### src/hdl/ipdc_pkg.sv
// ----------------------------------------------------------------------------
// ipdc_pkg
// Shared types and constants for the IR pulse-distance command decoder.
// ----------------------------------------------------------------------------
package ipdc_pkg;

  localparam int unsigned GapW   = 16;
  localparam int unsigned WordW  = 32;
  localparam int unsigned LevelW = 8;
  localparam int unsigned CntW   = 5;
  localparam int unsigned CfgIdxW = 3;
  localparam int unsigned CfgDataW = 32;

  localparam logic [GapW-1:0]   START_THR_RST = 16'd8000;
  localparam logic [GapW-1:0]   ONE_THR_RST   = 16'd1700;
  localparam logic [GapW-1:0]   ZERO_THR_RST  = 16'd1000;
  localparam logic [WordW-1:0]  TOGGLE_RST    = 32'd16753245;
  localparam logic [WordW-1:0]  REVERSE_RST   = 32'd16736925;
  localparam logic [WordW-1:0]  UP_RST        = 32'd16718055;
  localparam logic [WordW-1:0]  DOWN_RST      = 32'd16730805;
  localparam logic [LevelW-1:0] CEILING_RST   = 8'd190;

  localparam logic [LevelW-1:0] LEVEL_STEP = 8'd10;
  localparam logic [LevelW:0]   LEVEL_MAX  = 9'd254;
  localparam logic [CntW-1:0]   LAST_BIT   = 5'd31;

  typedef enum logic [CfgIdxW-1:0] {
    REG_START_THR = 3'd0,
    REG_ONE_THR   = 3'd1,
    REG_ZERO_THR  = 3'd2,
    REG_TOGGLE    = 3'd3,
    REG_REVERSE   = 3'd4,
    REG_UP        = 3'd5,
    REG_DOWN      = 3'd6,
    REG_CEILING   = 3'd7
  } cfg_reg_t;

  typedef struct packed {
    logic [GapW-1:0] start_thr;
    logic [GapW-1:0] one_thr;
    logic [GapW-1:0] zero_thr;
  } thr_cfg_t;

  typedef struct packed {
    logic [WordW-1:0]  toggle_code;
    logic [WordW-1:0]  reverse_code;
    logic [WordW-1:0]  up_code;
    logic [WordW-1:0]  down_code;
    logic [LevelW-1:0] duty_ceiling;
  } cmd_cfg_t;

  typedef struct packed {
    logic             done;
    logic             ok;
    logic [WordW-1:0] word;
  } frame_evt_t;

  typedef struct packed {
    logic [LevelW-1:0] level;
    logic              motor_on;
    logic              direction;
  } ctrl_state_t;

endpackage

### src/hdl/ipdc_frame_rx.sv
// ----------------------------------------------------------------------------
// ipdc_frame_rx
// Gap classification, MSB-first bit shifter and frame check.
// ----------------------------------------------------------------------------
module ipdc_frame_rx
  import ipdc_pkg::*;
(
  input  logic            clk,
  input  logic            rst_n,
  input  logic            adv,
  input  logic [GapW-1:0] gap,
  input  thr_cfg_t        thr,
  output frame_evt_t      evt
);

  logic [WordW-1:0] word_r, word_nxt;
  logic [CntW-1:0]  cnt_r, cnt_nxt;
  logic             is_start, is_one, is_zero, is_bit;
  logic [WordW-1:0] bit_mask;

  always_comb begin
    is_start = gap > thr.start_thr;
    is_one   = !is_start && (gap > thr.one_thr);
    is_zero  = !is_start && !is_one && (gap > thr.zero_thr);
    is_bit   = is_one || is_zero;
    bit_mask = {{(WordW-1){1'b0}}, 1'b1} << (LAST_BIT - cnt_r);
    word_nxt = word_r;
    cnt_nxt  = cnt_r;
    if (is_start) begin
      word_nxt = '0;
      cnt_nxt  = '0;
    end else if (is_bit) begin
      word_nxt = is_one ? (word_r | bit_mask) : (word_r & ~bit_mask);
      cnt_nxt  = cnt_r + 1'b1;
    end
    evt.done = is_bit && (cnt_r == LAST_BIT);
    evt.ok   = evt.done && (word_nxt[15:8] == ~word_nxt[7:0]);
    evt.word = word_nxt;
  end

  always_ff @(posedge clk) begin
    if (!rst_n) begin
      word_r <= '0;
      cnt_r  <= '0;
    end else if (adv) begin
      word_r <= word_nxt;
      cnt_r  <= cnt_nxt;
    end
  end

endmodule

### src/hdl/ipdc_cmd_exec.sv
// ----------------------------------------------------------------------------
// ipdc_cmd_exec
// Command word match and motor control state (enable, direction, duty).
// ----------------------------------------------------------------------------
module ipdc_cmd_exec
  import ipdc_pkg::*;
(
  input  logic        clk,
  input  logic        rst_n,
  input  logic        adv,
  input  frame_evt_t  evt,
  input  cmd_cfg_t    cfg,
  output ctrl_state_t ctrl
);

  ctrl_state_t st_r, st_nxt;
  logic [LevelW:0] raised;

  always_comb begin
    raised = {1'b0, st_r.level} + {1'b0, LEVEL_STEP};
    st_nxt = st_r;
    if (evt.ok) begin
      if (evt.word == cfg.toggle_code) begin
        st_nxt.motor_on = ~st_r.motor_on;
      end else if (evt.word == cfg.reverse_code) begin
        st_nxt.direction = ~st_r.direction;
      end else if (evt.word == cfg.up_code) begin
        if (st_r.level < cfg.duty_ceiling) begin
          st_nxt.level = (raised > LEVEL_MAX) ? LEVEL_MAX[LevelW-1:0] : raised[LevelW-1:0];
        end
      end else if (evt.word == cfg.down_code) begin
        st_nxt.level = (st_r.level >= LEVEL_STEP) ? (st_r.level - LEVEL_STEP) : '0;
      end
    end
    ctrl = st_nxt;
  end

  always_ff @(posedge clk) begin
    if (!rst_n) begin
      st_r <= '0;
    end else if (adv) begin
      st_r <= st_nxt;
    end
  end

endmodule

### src/hdl/ir_pulse_distance_command_decoder.sv
// ----------------------------------------------------------------------------
// ir_pulse_distance_command_decoder
// NEC-style IR receiver: decodes falling-edge intervals into 32-bit frames
// and drives motor enable, direction and duty level from command words.
// ----------------------------------------------------------------------------
// One input transfer per falling edge (interval in microseconds) gives exactly
// one result transfer. A new interval is taken every cycle unless in_stall is
// high; it passes the input register, combinational classify/shift/compare logic
// and the result register. The user must write configuration registers through
// cfg_wr_en/cfg_index/cfg_data only while no transfer is pending; the block does not enforce it.
module ir_pulse_distance_command_decoder
  import ipdc_pkg::*;
(
  input  logic                clk,
  input  logic                rst_n,
  input  logic                in_valid,
  output logic                in_stall,
  input  logic [15:0]         in_interval_us,
  output logic                out_valid,
  input  logic                out_stall,
  output logic                out_frame_done,
  output logic                out_frame_ok,
  output logic [31:0]         out_frame_word,
  output logic [7:0]          out_duty_level,
  output logic                out_motor_on,
  output logic                out_direction,
  input  logic                cfg_wr_en,
  input  logic [CfgIdxW-1:0]  cfg_index,
  input  logic [CfgDataW-1:0] cfg_data
);

  thr_cfg_t    thr_r;
  cmd_cfg_t    cmd_r;
  logic        in_vld_r;
  logic [GapW-1:0] gap_r;
  logic        adv;
  frame_evt_t  evt;
  ctrl_state_t ctrl;

  always_ff @(posedge clk) begin
    if (!rst_n) begin
      thr_r.start_thr    <= START_THR_RST;
      thr_r.one_thr      <= ONE_THR_RST;
      thr_r.zero_thr     <= ZERO_THR_RST;
      cmd_r.toggle_code  <= TOGGLE_RST;
      cmd_r.reverse_code <= REVERSE_RST;
      cmd_r.up_code      <= UP_RST;
      cmd_r.down_code    <= DOWN_RST;
      cmd_r.duty_ceiling <= CEILING_RST;
    end else if (cfg_wr_en) begin
      unique case (cfg_reg_t'(cfg_index))
        REG_START_THR: thr_r.start_thr    <= cfg_data[GapW-1:0];
        REG_ONE_THR:   thr_r.one_thr      <= cfg_data[GapW-1:0];
        REG_ZERO_THR:  thr_r.zero_thr     <= cfg_data[GapW-1:0];
        REG_TOGGLE:    cmd_r.toggle_code  <= cfg_data[WordW-1:0];
        REG_REVERSE:   cmd_r.reverse_code <= cfg_data[WordW-1:0];
        REG_UP:        cmd_r.up_code      <= cfg_data[WordW-1:0];
        REG_DOWN:      cmd_r.down_code    <= cfg_data[WordW-1:0];
        REG_CEILING:   cmd_r.duty_ceiling <= cfg_data[LevelW-1:0];
        default: ;
      endcase
    end
  end

  // input register advances when the result register is free or draining
  assign adv      = in_vld_r && (!out_valid || !out_stall);
  assign in_stall = in_vld_r && !adv;

  always_ff @(posedge clk) begin
    if (!rst_n) begin
      in_vld_r <= 1'b0;
    end else if (!in_stall) begin
      in_vld_r <= in_valid;
    end
  end

  always_ff @(posedge clk) begin
    if (in_valid && !in_stall) begin
      gap_r <= in_interval_us;
    end
  end

  ipdc_frame_rx u_frame_rx (
    .clk   (clk),
    .rst_n (rst_n),
    .adv   (adv),
    .gap   (gap_r),
    .thr   (thr_r),
    .evt   (evt)
  );

  ipdc_cmd_exec u_cmd_exec (
    .clk   (clk),
    .rst_n (rst_n),
    .adv   (adv),
    .evt   (evt),
    .cfg   (cmd_r),
    .ctrl  (ctrl)
  );

  always_ff @(posedge clk) begin
    if (!rst_n) begin
      out_valid <= 1'b0;
    end else if (adv) begin
      out_valid <= 1'b1;
    end else if (!out_stall) begin
      out_valid <= 1'b0;
    end
  end

  always_ff @(posedge clk) begin
    if (adv) begin
      out_frame_done <= evt.done;
      out_frame_ok   <= evt.ok;
      out_frame_word <= evt.word;
      out_duty_level <= ctrl.level;
      out_motor_on   <= ctrl.motor_on;
      out_direction  <= ctrl.direction;
    end
  end

endmodule

### config.mk
export PLATFORM = sky130hd
export DESIGN_NAME = ir_pulse_distance_command_decoder
export DESIGN_NICKNAME = d
export VERILOG_FILES = /design/src/hdl/ipdc_pkg.sv /design/src/hdl/ipdc_frame_rx.sv /design/src/hdl/ipdc_cmd_exec.sv /design/src/hdl/ir_pulse_distance_command_decoder.sv
export SDC_FILE = /design/constraint.sdc
export NUM_CORES = 1
export LEC_CHECK = 0
export ABC_CLOCK_PERIOD_IN_PS = 4450
export BUFFER_PORTS_ARGS = -buffer_cell sky130_fd_sc_hd__buf_2
export CELL_PAD_IN_SITES_DETAIL_PLACEMENT = 1
export CELL_PAD_IN_SITES_GLOBAL_PLACEMENT = 1
export CORE_MARGIN = 3
export CORE_UTILIZATION = 42
export DETAILED_ROUTE_END_ITERATION = 7
export GPL_TIMING_DRIVEN = 1
export PLACE_DENSITY_LB_ADDON = 0.1
export SYNTH_ARGS = -nofsm -noshare
export SYNTH_HDL_FRONTEND = slang
export SYNTH_SLANG_ARGS = --single-unit
### constraint.sdc
create_clock -name clk -period 4.45 [get_ports clk]
set_input_delay 0.445 -clock clk [delete_from_list [all_inputs] [get_ports clk]]
set_output_delay 0.445 -clock clk [all_outputs]
set_load 0.01 [all_outputs]
# [After elaboration in Yosys (flattened, before gate mapping)]
# Index checks and enable logic that the tools add are counted.
# Widths: inputs -> output; s select.
[op_classes] n_addsub=4 magnitude_cmp=6 eq_ne=14 shift=1 mux=18 bitwise=6 n_reduce_logical=27
[op_table] op="$eq 32x32->1" count=4
[op_table] op="$mux 32" count=3
[op_table] op="$mux 8" count=7
[op_table] op="$gt 16x16->1" count=3
[op_table] op="$and 32x32->32" count=1
[op_table] op="$not 32->32" count=1
[op_table] op="$or 32x32->32" count=1
[op_table] op="$shl 1x5->32 const A" count=1
[op_table] op="$reduce_and 2->1" count=9
[op_table] op="$eq 3x3->1 const B" count=4
[op_table] op="$mux 10" count=1
[op_table] op="$mux 5" count=2
[op_table] op="$add 8x4->9 const B" count=1
[op_table] op="$gt 9x8->1 const B" count=1
[op_table] op="$eq 8x8->1" count=1
[op_table] op="$ge 8x4->1 const B" count=1
[op_table] op="$logic_and 1x1->1" count=8
[op_table] op="$lt 8x8->1" count=1
[op_table] op="$not 8->8" count=1
[op_table] op="$sub 8x4->8 const B" count=1
[op_table] op="$eq 3x2->1 const B" count=2
[op_table] op="$logic_not 1->1" count=6
[op_table] op="$add 5x1->5 const B" count=1
[op_table] op="$eq 5x5->1 const B" count=1
[op_table] op="8 further kinds" count=14
[totals] regBits=293 output_inout_bits=46 wordCells=98

# [Longest topological paths before layout]
# Gate-level depths: netlist of run 1.
[depth] depth_word=15 mapped_depth=20

# [Modules after synthesis]
# Synthesis of run 1 repeated with hierarchy kept, for this count alone.
[unflattened] hier_cells=1613 area_unflattened_um2=15698.8
[modules_own_cells] module="ir_pulse_distance_command_decoder" instances=1 cells_each=730 area_each_um2=8949.8 seq_area_each_um2=5525.3
[modules_own_cells] module="ipdc_frame_rx" instances=1 cells_each=533 area_each_um2=3967.6 seq_area_each_um2=740.7
[modules_own_cells] module="ipdc_cmd_exec" instances=1 cells_each=350 area_each_um2=2781.4 seq_area_each_um2=200.2

# [Least setup slack after synthesis of run 1]
# No wires, ideal clock.
[synth_path] path_kind="reg-to-reg" startpoint="register gap_r[15]" endpoint="register out_duty_level[3] (data pin)" setup_ns=0.254 arrival_time_ns=4.054 required_ns=4.196 slack_ns=0.142 path_stages_with_launch=18 path_buffers=3 period_less_slack_ns=4.308 path_cell_list="edfxtp_1 ha_1 and4_1 and4_1 a21boi_4 o41ai_4 buf_4 buf_4 o21ai_0 a21oi_1 xnor2_1 nand4_1 nor4_1 a31oi_4 and2_1 buf_4 a21o_1 o21a_1"
[synth_lines] element="from (decl)" line_no="ir_pulse_distance_command_decoder.sv:35" text="logic [GapW-1:0] gap_r;"
[synth_lines] element="from (signal assigned)" line_no="ir_pulse_distance_command_decoder.sv:79" text="gap_r <= in_interval_us;"
[synth_lines] element="to (signal assigned)" line_no="ir_pulse_distance_command_decoder.sv:116" text="out_duty_level <= ctrl.level;"
[synth_lines] element="to (decl)" line_no="ir_pulse_distance_command_decoder.sv:24" text="output logic [7:0] out_duty_level,"

# [Final worst setup path of run 1]
[layout_path] startpoint="register gap_r[13]" endpoint="register u_cmd_exec.st_r[4] (netlist bit)"
[layout_via] elab_chain_cells=15 elab_cells_between_ends=25 cone_classes="order compare: 3; eq/ne: 5; mux: 8; bitwise: 1; reduce/logical: 8"
[layout_lines] element="$gt 16x16->1" line_no="ipdc_frame_rx.sv:22" text="is_start = gap > thr.start_thr;"
[layout_lines] element="$logic_not 1->1" line_no="ipdc_frame_rx.sv:23, ipdc_frame_rx.sv:24"
[layout_lines] element="$logic_and 1x1->1" line_no="ipdc_frame_rx.sv:23" text="is_one = !is_start && (gap > thr.one_thr);"
[layout_lines] element="$logic_not 1->1" line_no="ipdc_frame_rx.sv:24" text="is_zero = !is_start && !is_one && (gap > thr.zero_thr);"
[layout_lines] element="$logic_and 1x1->1 (2 in a row)" line_no="ipdc_frame_rx.sv:24"
[layout_lines] element="$logic_or 1x1->1" line_no="ipdc_frame_rx.sv:25" text="is_bit = is_one || is_zero;"
[layout_lines] element="$mux 32" line_no="ipdc_frame_rx.sv:32" text="end else if (is_bit) begin"
[layout_lines] element="$mux 32" line_no="ipdc_frame_rx.sv:29" text="if (is_start) begin"
[layout_lines] element="$eq 32x32->1" line_no="ipdc_cmd_exec.sv:31" text="end else if (evt.word == cfg.down_code) begin"
[layout_lines] element="$mux 8" line_no="ipdc_cmd_exec.sv:31"
[layout_lines] element="$mux 8" line_no="ipdc_cmd_exec.sv:27" text="end else if (evt.word == cfg.up_code) begin"
[layout_lines] element="$mux 8" line_no="ipdc_cmd_exec.sv:25" text="end else if (evt.word == cfg.reverse_code) begin"
[layout_lines] element="$mux 8" line_no="ipdc_cmd_exec.sv:23" text="if (evt.word == cfg.toggle_code) begin"
[layout_lines] element="$mux 10 (*)" line_no="ipdc_cmd_exec.sv:22" text="if (evt.ok) begin"
[layout_lines] element="to (signal assigned)" line_no="ipdc_cmd_exec.sv:42" text="st_r <= st_nxt;"
[layout_lines] element="to (decl)" line_no="ipdc_cmd_exec.sv:16" text="ctrl_state_t st_r, st_nxt;"
# Mark *: on every way between the ends. The rest lies on a longest branch, timed or not.
# A chain may end at the register's enable or synchronous reset.

==> impl_summary.log, run 1 <==
INFO  metric yosys_most_used_dff = sky130_fd_sc_hd__dfxtp_1
INFO  metric floorplan.die.width = 200 um
INFO  metric grt_pass1_wl = 107000 um
INFO  metric worst-endpoint-required = 4.92 ns
INFO  metric slew_headroom = 15.4%
INFO  metric initial_core_utilization = 42.9%
INFO  metric floorplan.rows = 70
INFO  metric status = finished, violations left
INFO  metric numPortBuffers = 101
INFO  metric preCtsSetupSlack = -0.746 ns
INFO  metric synth_fp_nets = 2094
INFO  metric min_path_type = input port to flip-flop
INFO  metric tritoncts_num_sinks = 293
INFO  metric worst-slew-pin-transition = 1.26 ns
INFO  metric power.share.combinational = 12.1%
INFO  metric htree_num_levels = 2
INFO  metric total_track_usage = 35.8%
INFO  metric synth.cells.most_frequent = sky130_fd_sc_hd__nand2_1, sky130_fd_sc_hd__dfxtp_1, sky130_fd_sc_hd__a21oi_1, sky130_fd_sc_hd__inv_1, sky130_fd_sc_hd__nand3_1
INFO  metric place.gp.congestion = 1.06
INFO  metric dp.final_hpwl = 53200 um
INFO  metric rsz0062_at_grt = true
INFO  metric cts.reportedPaths.clkPinSlew = 0.06 ns
INFO  metric crit_path_top_delay_cell = sky130_fd_sc_hd__edfxtp_1
INFO  metric finalHoldWorstSlack = 0.0519 ns
INFO  metric fin_util = 58.5%
INFO  metric rrSetupSlack = -0.33 ns
INFO  metric slew_viol_final = 0
INFO  metric antennaDiodeCount = 0
INFO  metric fraction_of_power_spent_switching_nets = 27.3%
INFO  metric finClkSkew = 0.0327 ns
INFO  metric detail_route.vias_per_cell = 6.12
INFO  metric tritoncts = done
INFO  metric first_global_vias = 17000
INFO  metric worstPathArrival = 5.25 ns
INFO  metric cts_buffer_depth = 3
INFO  metric nNetsFinal = 2448
INFO  metric violations_in_the_final_reports = DRC, setup timing
INFO  metric seqPwrFrac = 44.3%
INFO  metric drtPass1Iterations = 8
INFO  metric floorplan.die.height = 200 um
INFO  metric cp_cell_instances = ha_1 > nand4_1 > buf_4 > nor3_1 > nor3_1 > buf_4 > a41oi_4 > nor3_4 > a221o_1 > a2111oi_2 > buf_4 > o2111ai_4 > nor4_2 > buf_4 > nand4_1 > buf_6 > and2_4 > or3_1 > a221oi_2
INFO  metric timing.final.crit_share = 107%
INFO  metric syn-mean-instance-area = 8.00 um2
INFO  metric synthDistinctLibCells = 85
INFO  metric power.total = 6.46 mW
INFO  metric worst_path_dominant_cell_family = simple AND/OR/NAND/NOR gates
INFO  metric routed_wire_length_per_instance = 26.7 um
INFO  metric ir_drop = 0.325 mV
INFO  metric post-route-drc-count = 2
INFO  metric grt.overflow.total = 0
INFO  metric dieArea = 0.0399 mm2
INFO  metric number_of_buffers_added_by_the_clock_tree_synthesis_step = 34
INFO  metric count_of_flip_flops_with_a_built_in_enable_after_synthesis = 60
INFO  metric synth_largest_type_area_fraction = 29.6%
INFO  metric post_synth_inst_count = 1972
INFO  metric kind_of_critical_path = flip-flop to flip-flop
INFO  metric synth.cell_area = 0.0158 mm2
INFO  metric internal-power = 4.69 mW
INFO  metric grt_start_max_net_pins = 126
INFO  metric path_max_fanout = 5
INFO  metric critical_path.max_stage_delay = 0.51 ns
INFO  metric number_of_vias_after_detailed_routing = 17300
INFO  metric yosysMostFrequentCell = sky130_fd_sc_hd__nand2_1
INFO  metric yosys-top-cells-area = sky130_fd_sc_hd__dfxtp_1, sky130_fd_sc_hd__edfxtp_1, sky130_fd_sc_hd__nand2_1
INFO  metric fillCellCount = 4363
INFO  metric final-setup-viol-count = 20
INFO  metric root_buffer_cell = sky130_fd_sc_hd__clkbuf_16
INFO  metric yosysSeqAreaShare = 41.0%
INFO  metric antenna_violations_before_repair = 1
INFO  metric clk_network_pwr_share = 43.6%
INFO  metric ys_seq_elements = 293
INFO  metric timing.setup.tns = -4.26 ns
INFO  metric cellLeakagePower = 8.44 nW
INFO  metric drt_wl_total = 75200 um
INFO  metric finalHoldViolCount = 0
INFO  metric synth-async-reset-ratio = 0%
INFO  metric yosys_warnings = 0
INFO  metric netSwitchingPower = 1.76 mW
INFO  metric top_level_ports = 102
INFO  metric critPathMostFrequentCell = sky130_fd_sc_hd__buf_4
INFO  metric layout-area-overhead-vs-synth = 36.5%
INFO  metric clk_latency = 0.58 ns
INFO  metric netlist.top_cell.by_area = sky130_fd_sc_hd__dfxtp_1
INFO  metric antenna_violating_nets_post_route = 0
INFO  metric final_layout_size_suffix_gt1_share = 28.6%
INFO  metric setup_slack_of_the_critical_path_after_layout = -0.330 ns
INFO  metric core = 0.0368 mm2
INFO  metric power.density = 300 mW/mm2
INFO  metric maxCapViolCount = 0
INFO  metric critical_path.n_buffers_inverters = 5
INFO  metric period_needed = 4.78 ns
INFO  metric achievable-frequency = 209 MHz
INFO  metric drtIter0Drc = 1568
INFO  metric timing.critical_path.to_type = flip-flop
INFO  metric critPathLaunchType = flip-flop
[registers in the layout, indices dropped and copies added, names as in the netlist]
| signal | cells |
|---|---|
| cmd_r | 136 |
| thr_r | 48 |
| out_frame_word | 32 |
| u_frame_rx.word_r | 32 |
| gap_r | 16 |
| u_cmd_exec.st_r | 10 |
| out_duty_level | 8 |
| u_frame_rx.cnt_r | 5 |
| in_vld_r | 1 |
| out_direction | 1 |
| out_frame_done | 1 |
| out_frame_ok | 1 |
| out_motor_on | 1 |
| out_valid | 1 |
[power by group through the flow]
stage	sequential, mW	combinational [mW]	clock (mW)
after floorplan	2.89	0.313	0
after global placement	2.90	0.614	0
after detailed placement	2.91	0.628	0
after CTS	2.85	0.667	2.85
after global routing	2.86	0.827	2.97
final	2.86	0.781	2.82
[per-layer routing]
metal	GRT usage (%)	vias to the layer above	part of all wire (%)
li1	-	7688	-
met1	48.6	8553	42
met2	54.7	824	44
met3	11.1	189	9.3
met4	11.7	2	4.0
met5	0	-	0.017
[per-stage QoR]
stage | cells | area [um2]
final | 2818 | 21500
after global placement | 2680 | 18500
after floorplan | 1972 | 15800
after CTS | 2769 | 20300
after detailed placement | 2680 | 18500
after global routing | 2818 | 21500
[worst reg2reg max path, stage by stage, from the launching register on]
cell and delay, ns:
sky130_fd_sc_hd__edfxtp_1 0.51, sky130_fd_sc_hd__ha_1 0.37, sky130_fd_sc_hd__nand4_1 0.17, sky130_fd_sc_hd__buf_4 0.20
sky130_fd_sc_hd__nor3_1 0.23, sky130_fd_sc_hd__nor3_1 0.08, sky130_fd_sc_hd__buf_4 0.16, sky130_fd_sc_hd__a41oi_4 0.28
sky130_fd_sc_hd__nor3_4 0.12, sky130_fd_sc_hd__a221o_1 0.33, sky130_fd_sc_hd__a2111oi_2 0.35, sky130_fd_sc_hd__buf_4 0.18
sky130_fd_sc_hd__o2111ai_4 0.13, sky130_fd_sc_hd__nor4_2 0.33, sky130_fd_sc_hd__buf_4 0.16, sky130_fd_sc_hd__nand4_1 0.13
sky130_fd_sc_hd__buf_6 0.20, sky130_fd_sc_hd__and2_4 0.16, sky130_fd_sc_hd__or3_1 0.35, sky130_fd_sc_hd__a221oi_2 0.24
[kinds of logic (layout without fill, tap and decap cells)]
kind of cell | after synthesis | in the layout | synth area share [%]
adder cells (fa/ha/maj) | 66 | 66 | 5.24
AO/OA/AOI/OAI | 456 | 456 | 18.9
buffers and inverters | 225 | 603 | 5.63
flip-flops | 293 | 293 | 41.0
multiplexers | 12 | 12 | 0.793
XOR/XNOR | 70 | 70 | 3.89
AND/OR/NAND/NOR | 850 | 850 | 24.5
[final cells by class]
| type | count | area, um2 | share of cell area [%] |
|---|---|---|---|
| clock inverter | 12 | 166 | 0.773 |
| multi-input combinational | 1454 | 9570 | 44.5 |
| tap | 468 | 586 | 2.72 |
| timing repair buffer | 441 | 3410 | 15.8 |
| clock buffer | 48 | 933 | 4.34 |
| sequential | 293 | 6470 | 30.0 |
| inverter | 102 | 388 | 1.80 |
[final timing paths]
| path | start | cells after the start | endpoint |
|---|---|---|---|
| max | gap_r[13]$_DFFE_PP_ | 19 | u_cmd_exec.st_r[4]$_SDFFE_PN0P_ |
| min | in_interval_us[7] | 1 | gap_r[7]$_DFFE_PP_ |
| max reg2reg | gap_r[13]$_DFFE_PP_ | 19 | u_cmd_exec.st_r[4]$_SDFFE_PN0P_ |
| min reg2reg | thr_r[20]$_SDFFE_PN0P_ | 2 | thr_r[20]$_SDFFE_PN0P_ |
[layout by cell type (no fill, tap or decap), types with 34 or more instances in the layout]
cell type | netlist | final
sky130_fd_sc_hd__edfxtp_1 | 60 | 60
sky130_fd_sc_hd__buf_2 | 12 | 100
sky130_fd_sc_hd__nor2_1 | 81 | 67
sky130_fd_sc_hd__nand4_1 | 47 | 47
sky130_fd_sc_hd__nand2_1 | 470 | 465
sky130_fd_sc_hd__clkbuf_16 | 0 | 36
sky130_fd_sc_hd__ha_1 | 66 | 51
sky130_fd_sc_hd__inv_1 | 100 | 99
sky130_fd_sc_hd__buf_6 | 1 | 34
sky130_fd_sc_hd__o211ai_1 | 36 | 36
sky130_fd_sc_hd__dfxtp_1 | 233 | 233
sky130_fd_sc_hd__buf_4 | 3 | 288
sky130_fd_sc_hd__nand3_1 | 92 | 89
sky130_fd_sc_hd__xnor2_1 | 64 | 51
sky130_fd_sc_hd__a21oi_1 | 191 | 170
[what timing repair did]
action | in CTS | in global routing
setup buffers | 28 | 48
setup endpoints to repair | 20 | 20
pin swaps | 40 | 77
cloned | 1 | 3
gates resized for setup | 94 | 172
hold buffers | 0 | 0
No activity file was read; power rests on OpenSTA's default activity.
==> run 2, diff against run 1 <==
Settings changed: ABC_CLOCK_PERIOD_IN_PS 4450 to 5700, CORE_UTILIZATION 42 to 50, PLACE_DENSITY set to 0.95, PLACE_DENSITY_LB_ADDON 0.1 to not set.
Clock period 4.45 ns to 5.7 ns, I/O delays scaled along.
==> run 2 against run 1 <==
The flow now finishes without violations. Cell count is 12% lower. Die area is 16% lower. Combinational power is 41% lower. Sequential power is 22% lower. Clock power is 22% lower. Largest power group unchanged. Clock skew is 0.0091 ns lower. Critical path depth is 2 lower. Critical endpoint is now u_cmd_exec.st_r[7]$_SDFFE_PN0P_.
==> impl_summary.log, run 2 (synthesis results as in run 1) <==
INFO  metric layout_top_registers = cmd_r: 136 flops, thr_r: 48 flops
INFO  metric finalHoldWorstSlack = 0.141 ns (+0.0896 ns)
INFO  metric floorplan.die.height = 184 um (-8.1%)
INFO  metric drt_wl_total = 72900 um (-3.2%)
INFO  metric critical_path.max_stage_delay = 0.78 ns (+0.27 ns)
INFO  metric dieArea = 0.0337 mm2 (-16%)
INFO  metric drtIter0Drc = 2403 (+53%)
INFO  metric largest_reg_flops = 136 (unchanged)
INFO  metric htree_num_levels = 1 (-1)
INFO  metric worst-endpoint-required = 6.13 ns (+1.21 ns)
INFO  metric path_max_fanout = 41 (+36)
INFO  metric tritoncts_num_sinks = 293 (unchanged)
INFO  metric timing.critical_path.to_type = flip-flop
INFO  metric tritoncts = done
INFO  metric slew_headroom = 19.8% (+4.4 points)
INFO  metric most_common_cell_after_layout_fill_and_taps_aside = sky130_fd_sc_hd__nand2_1
INFO  metric crit_path_top_delay_cell = sky130_fd_sc_hd__a21oi_1
INFO  metric critical_path.n_buffers_inverters = 3 (-2)
INFO  metric root_buffer_cell = sky130_fd_sc_hd__clkbuf_16
INFO  metric kind_of_critical_path = flip-flop to flip-flop
INFO  metric grt_pass1_wl = 109000 um (+1.6%)
INFO  metric ir_drop = 0.268 mV (-18%)
INFO  metric antenna_violations_before_repair = 0 (-1)
INFO  metric netSwitchingPower = 1.33 mW (-25%)
INFO  metric post_cts_resize_count = 0 (-100%)
INFO  metric place.gp.congestion = 1.03 (-2.8%)
INFO  metric nNetsFinal = 2173 (-11%)
INFO  metric clk_latency = 0.61 ns (+0.03 ns)
INFO  metric finish.instance_area = 0.0179 mm2 (-17%)
INFO  metric drtPass1Iterations = 7 (-1)
INFO  metric grt_start_max_net_pins = 90 (-29%)
INFO  metric top_level_ports = 102 (unchanged)
INFO  metric power.density = 272 mW/mm2 (-9.3%)
INFO  metric ctsHoldBuffers = 0 (unchanged)
INFO  metric number_of_vias_after_detailed_routing = 16900 (-1.9%)
INFO  metric worst_path_dominant_cell_family = compound AO/OA/AOI/OAI gates
INFO  metric cp_cell_instances = ha_1 > and3_1 > a221oi_1 > nor2b_1 > o41ai_4 > buf_12 > o21ai_1 > a21oi_1 > buf_4 > xnor2_1 > nand4_1 > nor4_1 > nand3_1 > and2_1 > buf_4 > a31oi_1 > a211oi_1
INFO  metric floorplan.rows = 64 (-8.6%)
INFO  metric final-setup-viol-count = 0 (-100%)
INFO  metric period_needed = 5.54 ns (+0.759 ns)
INFO  metric total_track_usage = 42.3% (+6.5 points)
INFO  metric detail_route.vias_per_cell = 6.85 (+12%)
INFO  metric antenna_violating_nets_post_route = 0 (unchanged)
INFO  metric routed_wire_length_per_instance = 29.5 um (+10%)
INFO  metric max_flop_register = cmd_r
INFO  metric worstPathArrival = 5.97 ns (+0.72 ns)
INFO  metric post-route-drc-count = 0 (-2)
INFO  metric rsz0062_at_grt = false
INFO  metric fraction_of_power_spent_switching_nets = 27.2% (-0.13 points)
INFO  metric layout-area-overhead-vs-synth = 13.8%
INFO  metric achievable-frequency = 181 MHz (-14%)
INFO  metric final_layout_size_suffix_gt1_share = 12.5% (-16 points)
INFO  metric first_global_vias = 17300 (+1.7%)
INFO  metric numPortBuffers = 101 (unchanged)
INFO  metric cellLeakagePower = 6.74 nW (-20%)
INFO  metric seqPwrFrac = 45.8% (+1.5 points)
INFO  metric internal-power = 3.56 mW (-24%)
INFO  metric post-cts-setup-buffer-count = 0 (-100%)
INFO  metric slew_viol_final = 0 (unchanged)
INFO  metric sequential_cell_area = 0.00647 mm2 (unchanged)
INFO  metric critPathMostFrequentCell = sky130_fd_sc_hd__buf_4
INFO  metric min_path_type = input port to flip-flop
INFO  metric multi_input_area = 0.00847 mm2 (-12%)
INFO  metric grt.overflow.total = 0 (unchanged)
INFO  metric floorplan.die.width = 184 um (-8.1%)
INFO  metric timing.final.crit_share = 97.2% (-10 points)
INFO  metric finClkSkew = 0.0236 ns (-0.00909 ns)
INFO  metric place_area = 0.0168 mm2 (-8.8%)
INFO  metric number_of_buffers_added_by_the_clock_tree_synthesis_step = 31 (-8.8%)
INFO  metric critPathLaunchType = flip-flop
INFO  metric fillCellCount = 3739 (-14%)
INFO  metric clk_network_pwr_share = 44.9% (+1.3 points)
INFO  metric maxCapViolCount = 0 (unchanged)
INFO  metric core = 0.0308 mm2 (-16%)
INFO  metric worst-slew-pin-transition = 1.20 ns (-0.0652 ns)
INFO  metric finalHoldViolCount = 0 (unchanged)
INFO  metric initial_core_utilization = 51.2% (+8.3 points)
INFO  metric cts.reportedPaths.clkPinSlew = 0.07 ns (about the same)
INFO  metric most-common-layout-cells = sky130_fd_sc_hd__nand2_1, sky130_fd_sc_hd__dfxtp_1, sky130_fd_sc_hd__a21oi_1
INFO  metric timing.setup.tns = 0 ns (+4.26 ns)
INFO  metric cts_buffer_depth = 3 (unchanged)
INFO  metric dp.final_hpwl = 50600 um (-4.9%)
INFO  metric power.share.combinational = 9.4% (-2.7 points)
INFO  metric status = completed
==> run 2: metal layers <==
layer  track usage, %  routed length, um  vias up
met5                0                  0        -
met4             16.0               3400        0
met3             8.82               8470      269
met2             67.3              32300     1176
met1             57.0              28700     8357
li1                 -                  -     7133
==> run 2: final timing paths <==
path | start | end | cells past startpoint | slack (ns)
hold / removal | in_interval_us[0] | gap_r[0]$_DFFE_PP_ | 1 | 0.14
setup reg to reg | gap_r[11]$_DFFE_PP_ | u_cmd_exec.st_r[7]$_SDFFE_PN0P_ | 17 | 0.16
setup / recovery | gap_r[11]$_DFFE_PP_ | u_cmd_exec.st_r[7]$_SDFFE_PN0P_ | 17 | 0.16
hold reg to reg | thr_r[4]$_SDFFE_PN0P_ | thr_r[4]$_SDFFE_PN0P_ | 2 | 0.46
==> run 2: power by group through the flow <==
stage | combinational, mW | clock, mW | sequential, mW
after global placement | 0.411 | 0 | 2.27
after floorplan | 0.244 | 0 | 2.26
after global routing | 0.483 | 2.28 | 2.24
after CTS | 0.443 | 2.19 | 2.23
final | 0.459 | 2.19 | 2.23
after detailed placement | 0.428 | 0 | 2.27
==> run 2: final cells by class <==
cell class,count,area share (%)
clock inverter,14,0.837
antenna,2,0.0279
timing repair buffer,169,5.73
multi-input combinational,1454,47.2
sequential,293,36.0
clock buffer,44,5.27
tap,396,2.76
inverter,102,2.15
==> run 2: per-stage QoR <==
stage | power [mW] | util (%) | instances | setup WS, ns
finish | 4.88 | 58.2 | 2474 | 0.162
global route | 5.00 | 58.2 | 2472 | 0.0425
CTS | 4.86 | 58.2 | 2472 | 0.391
detailed placement | 2.70 | 54.6 | 2414 | 0.497
global placement | 2.68 | 54.6 | 2414 | 0.690
floorplan | 2.50 | - | 1972 | 1.39
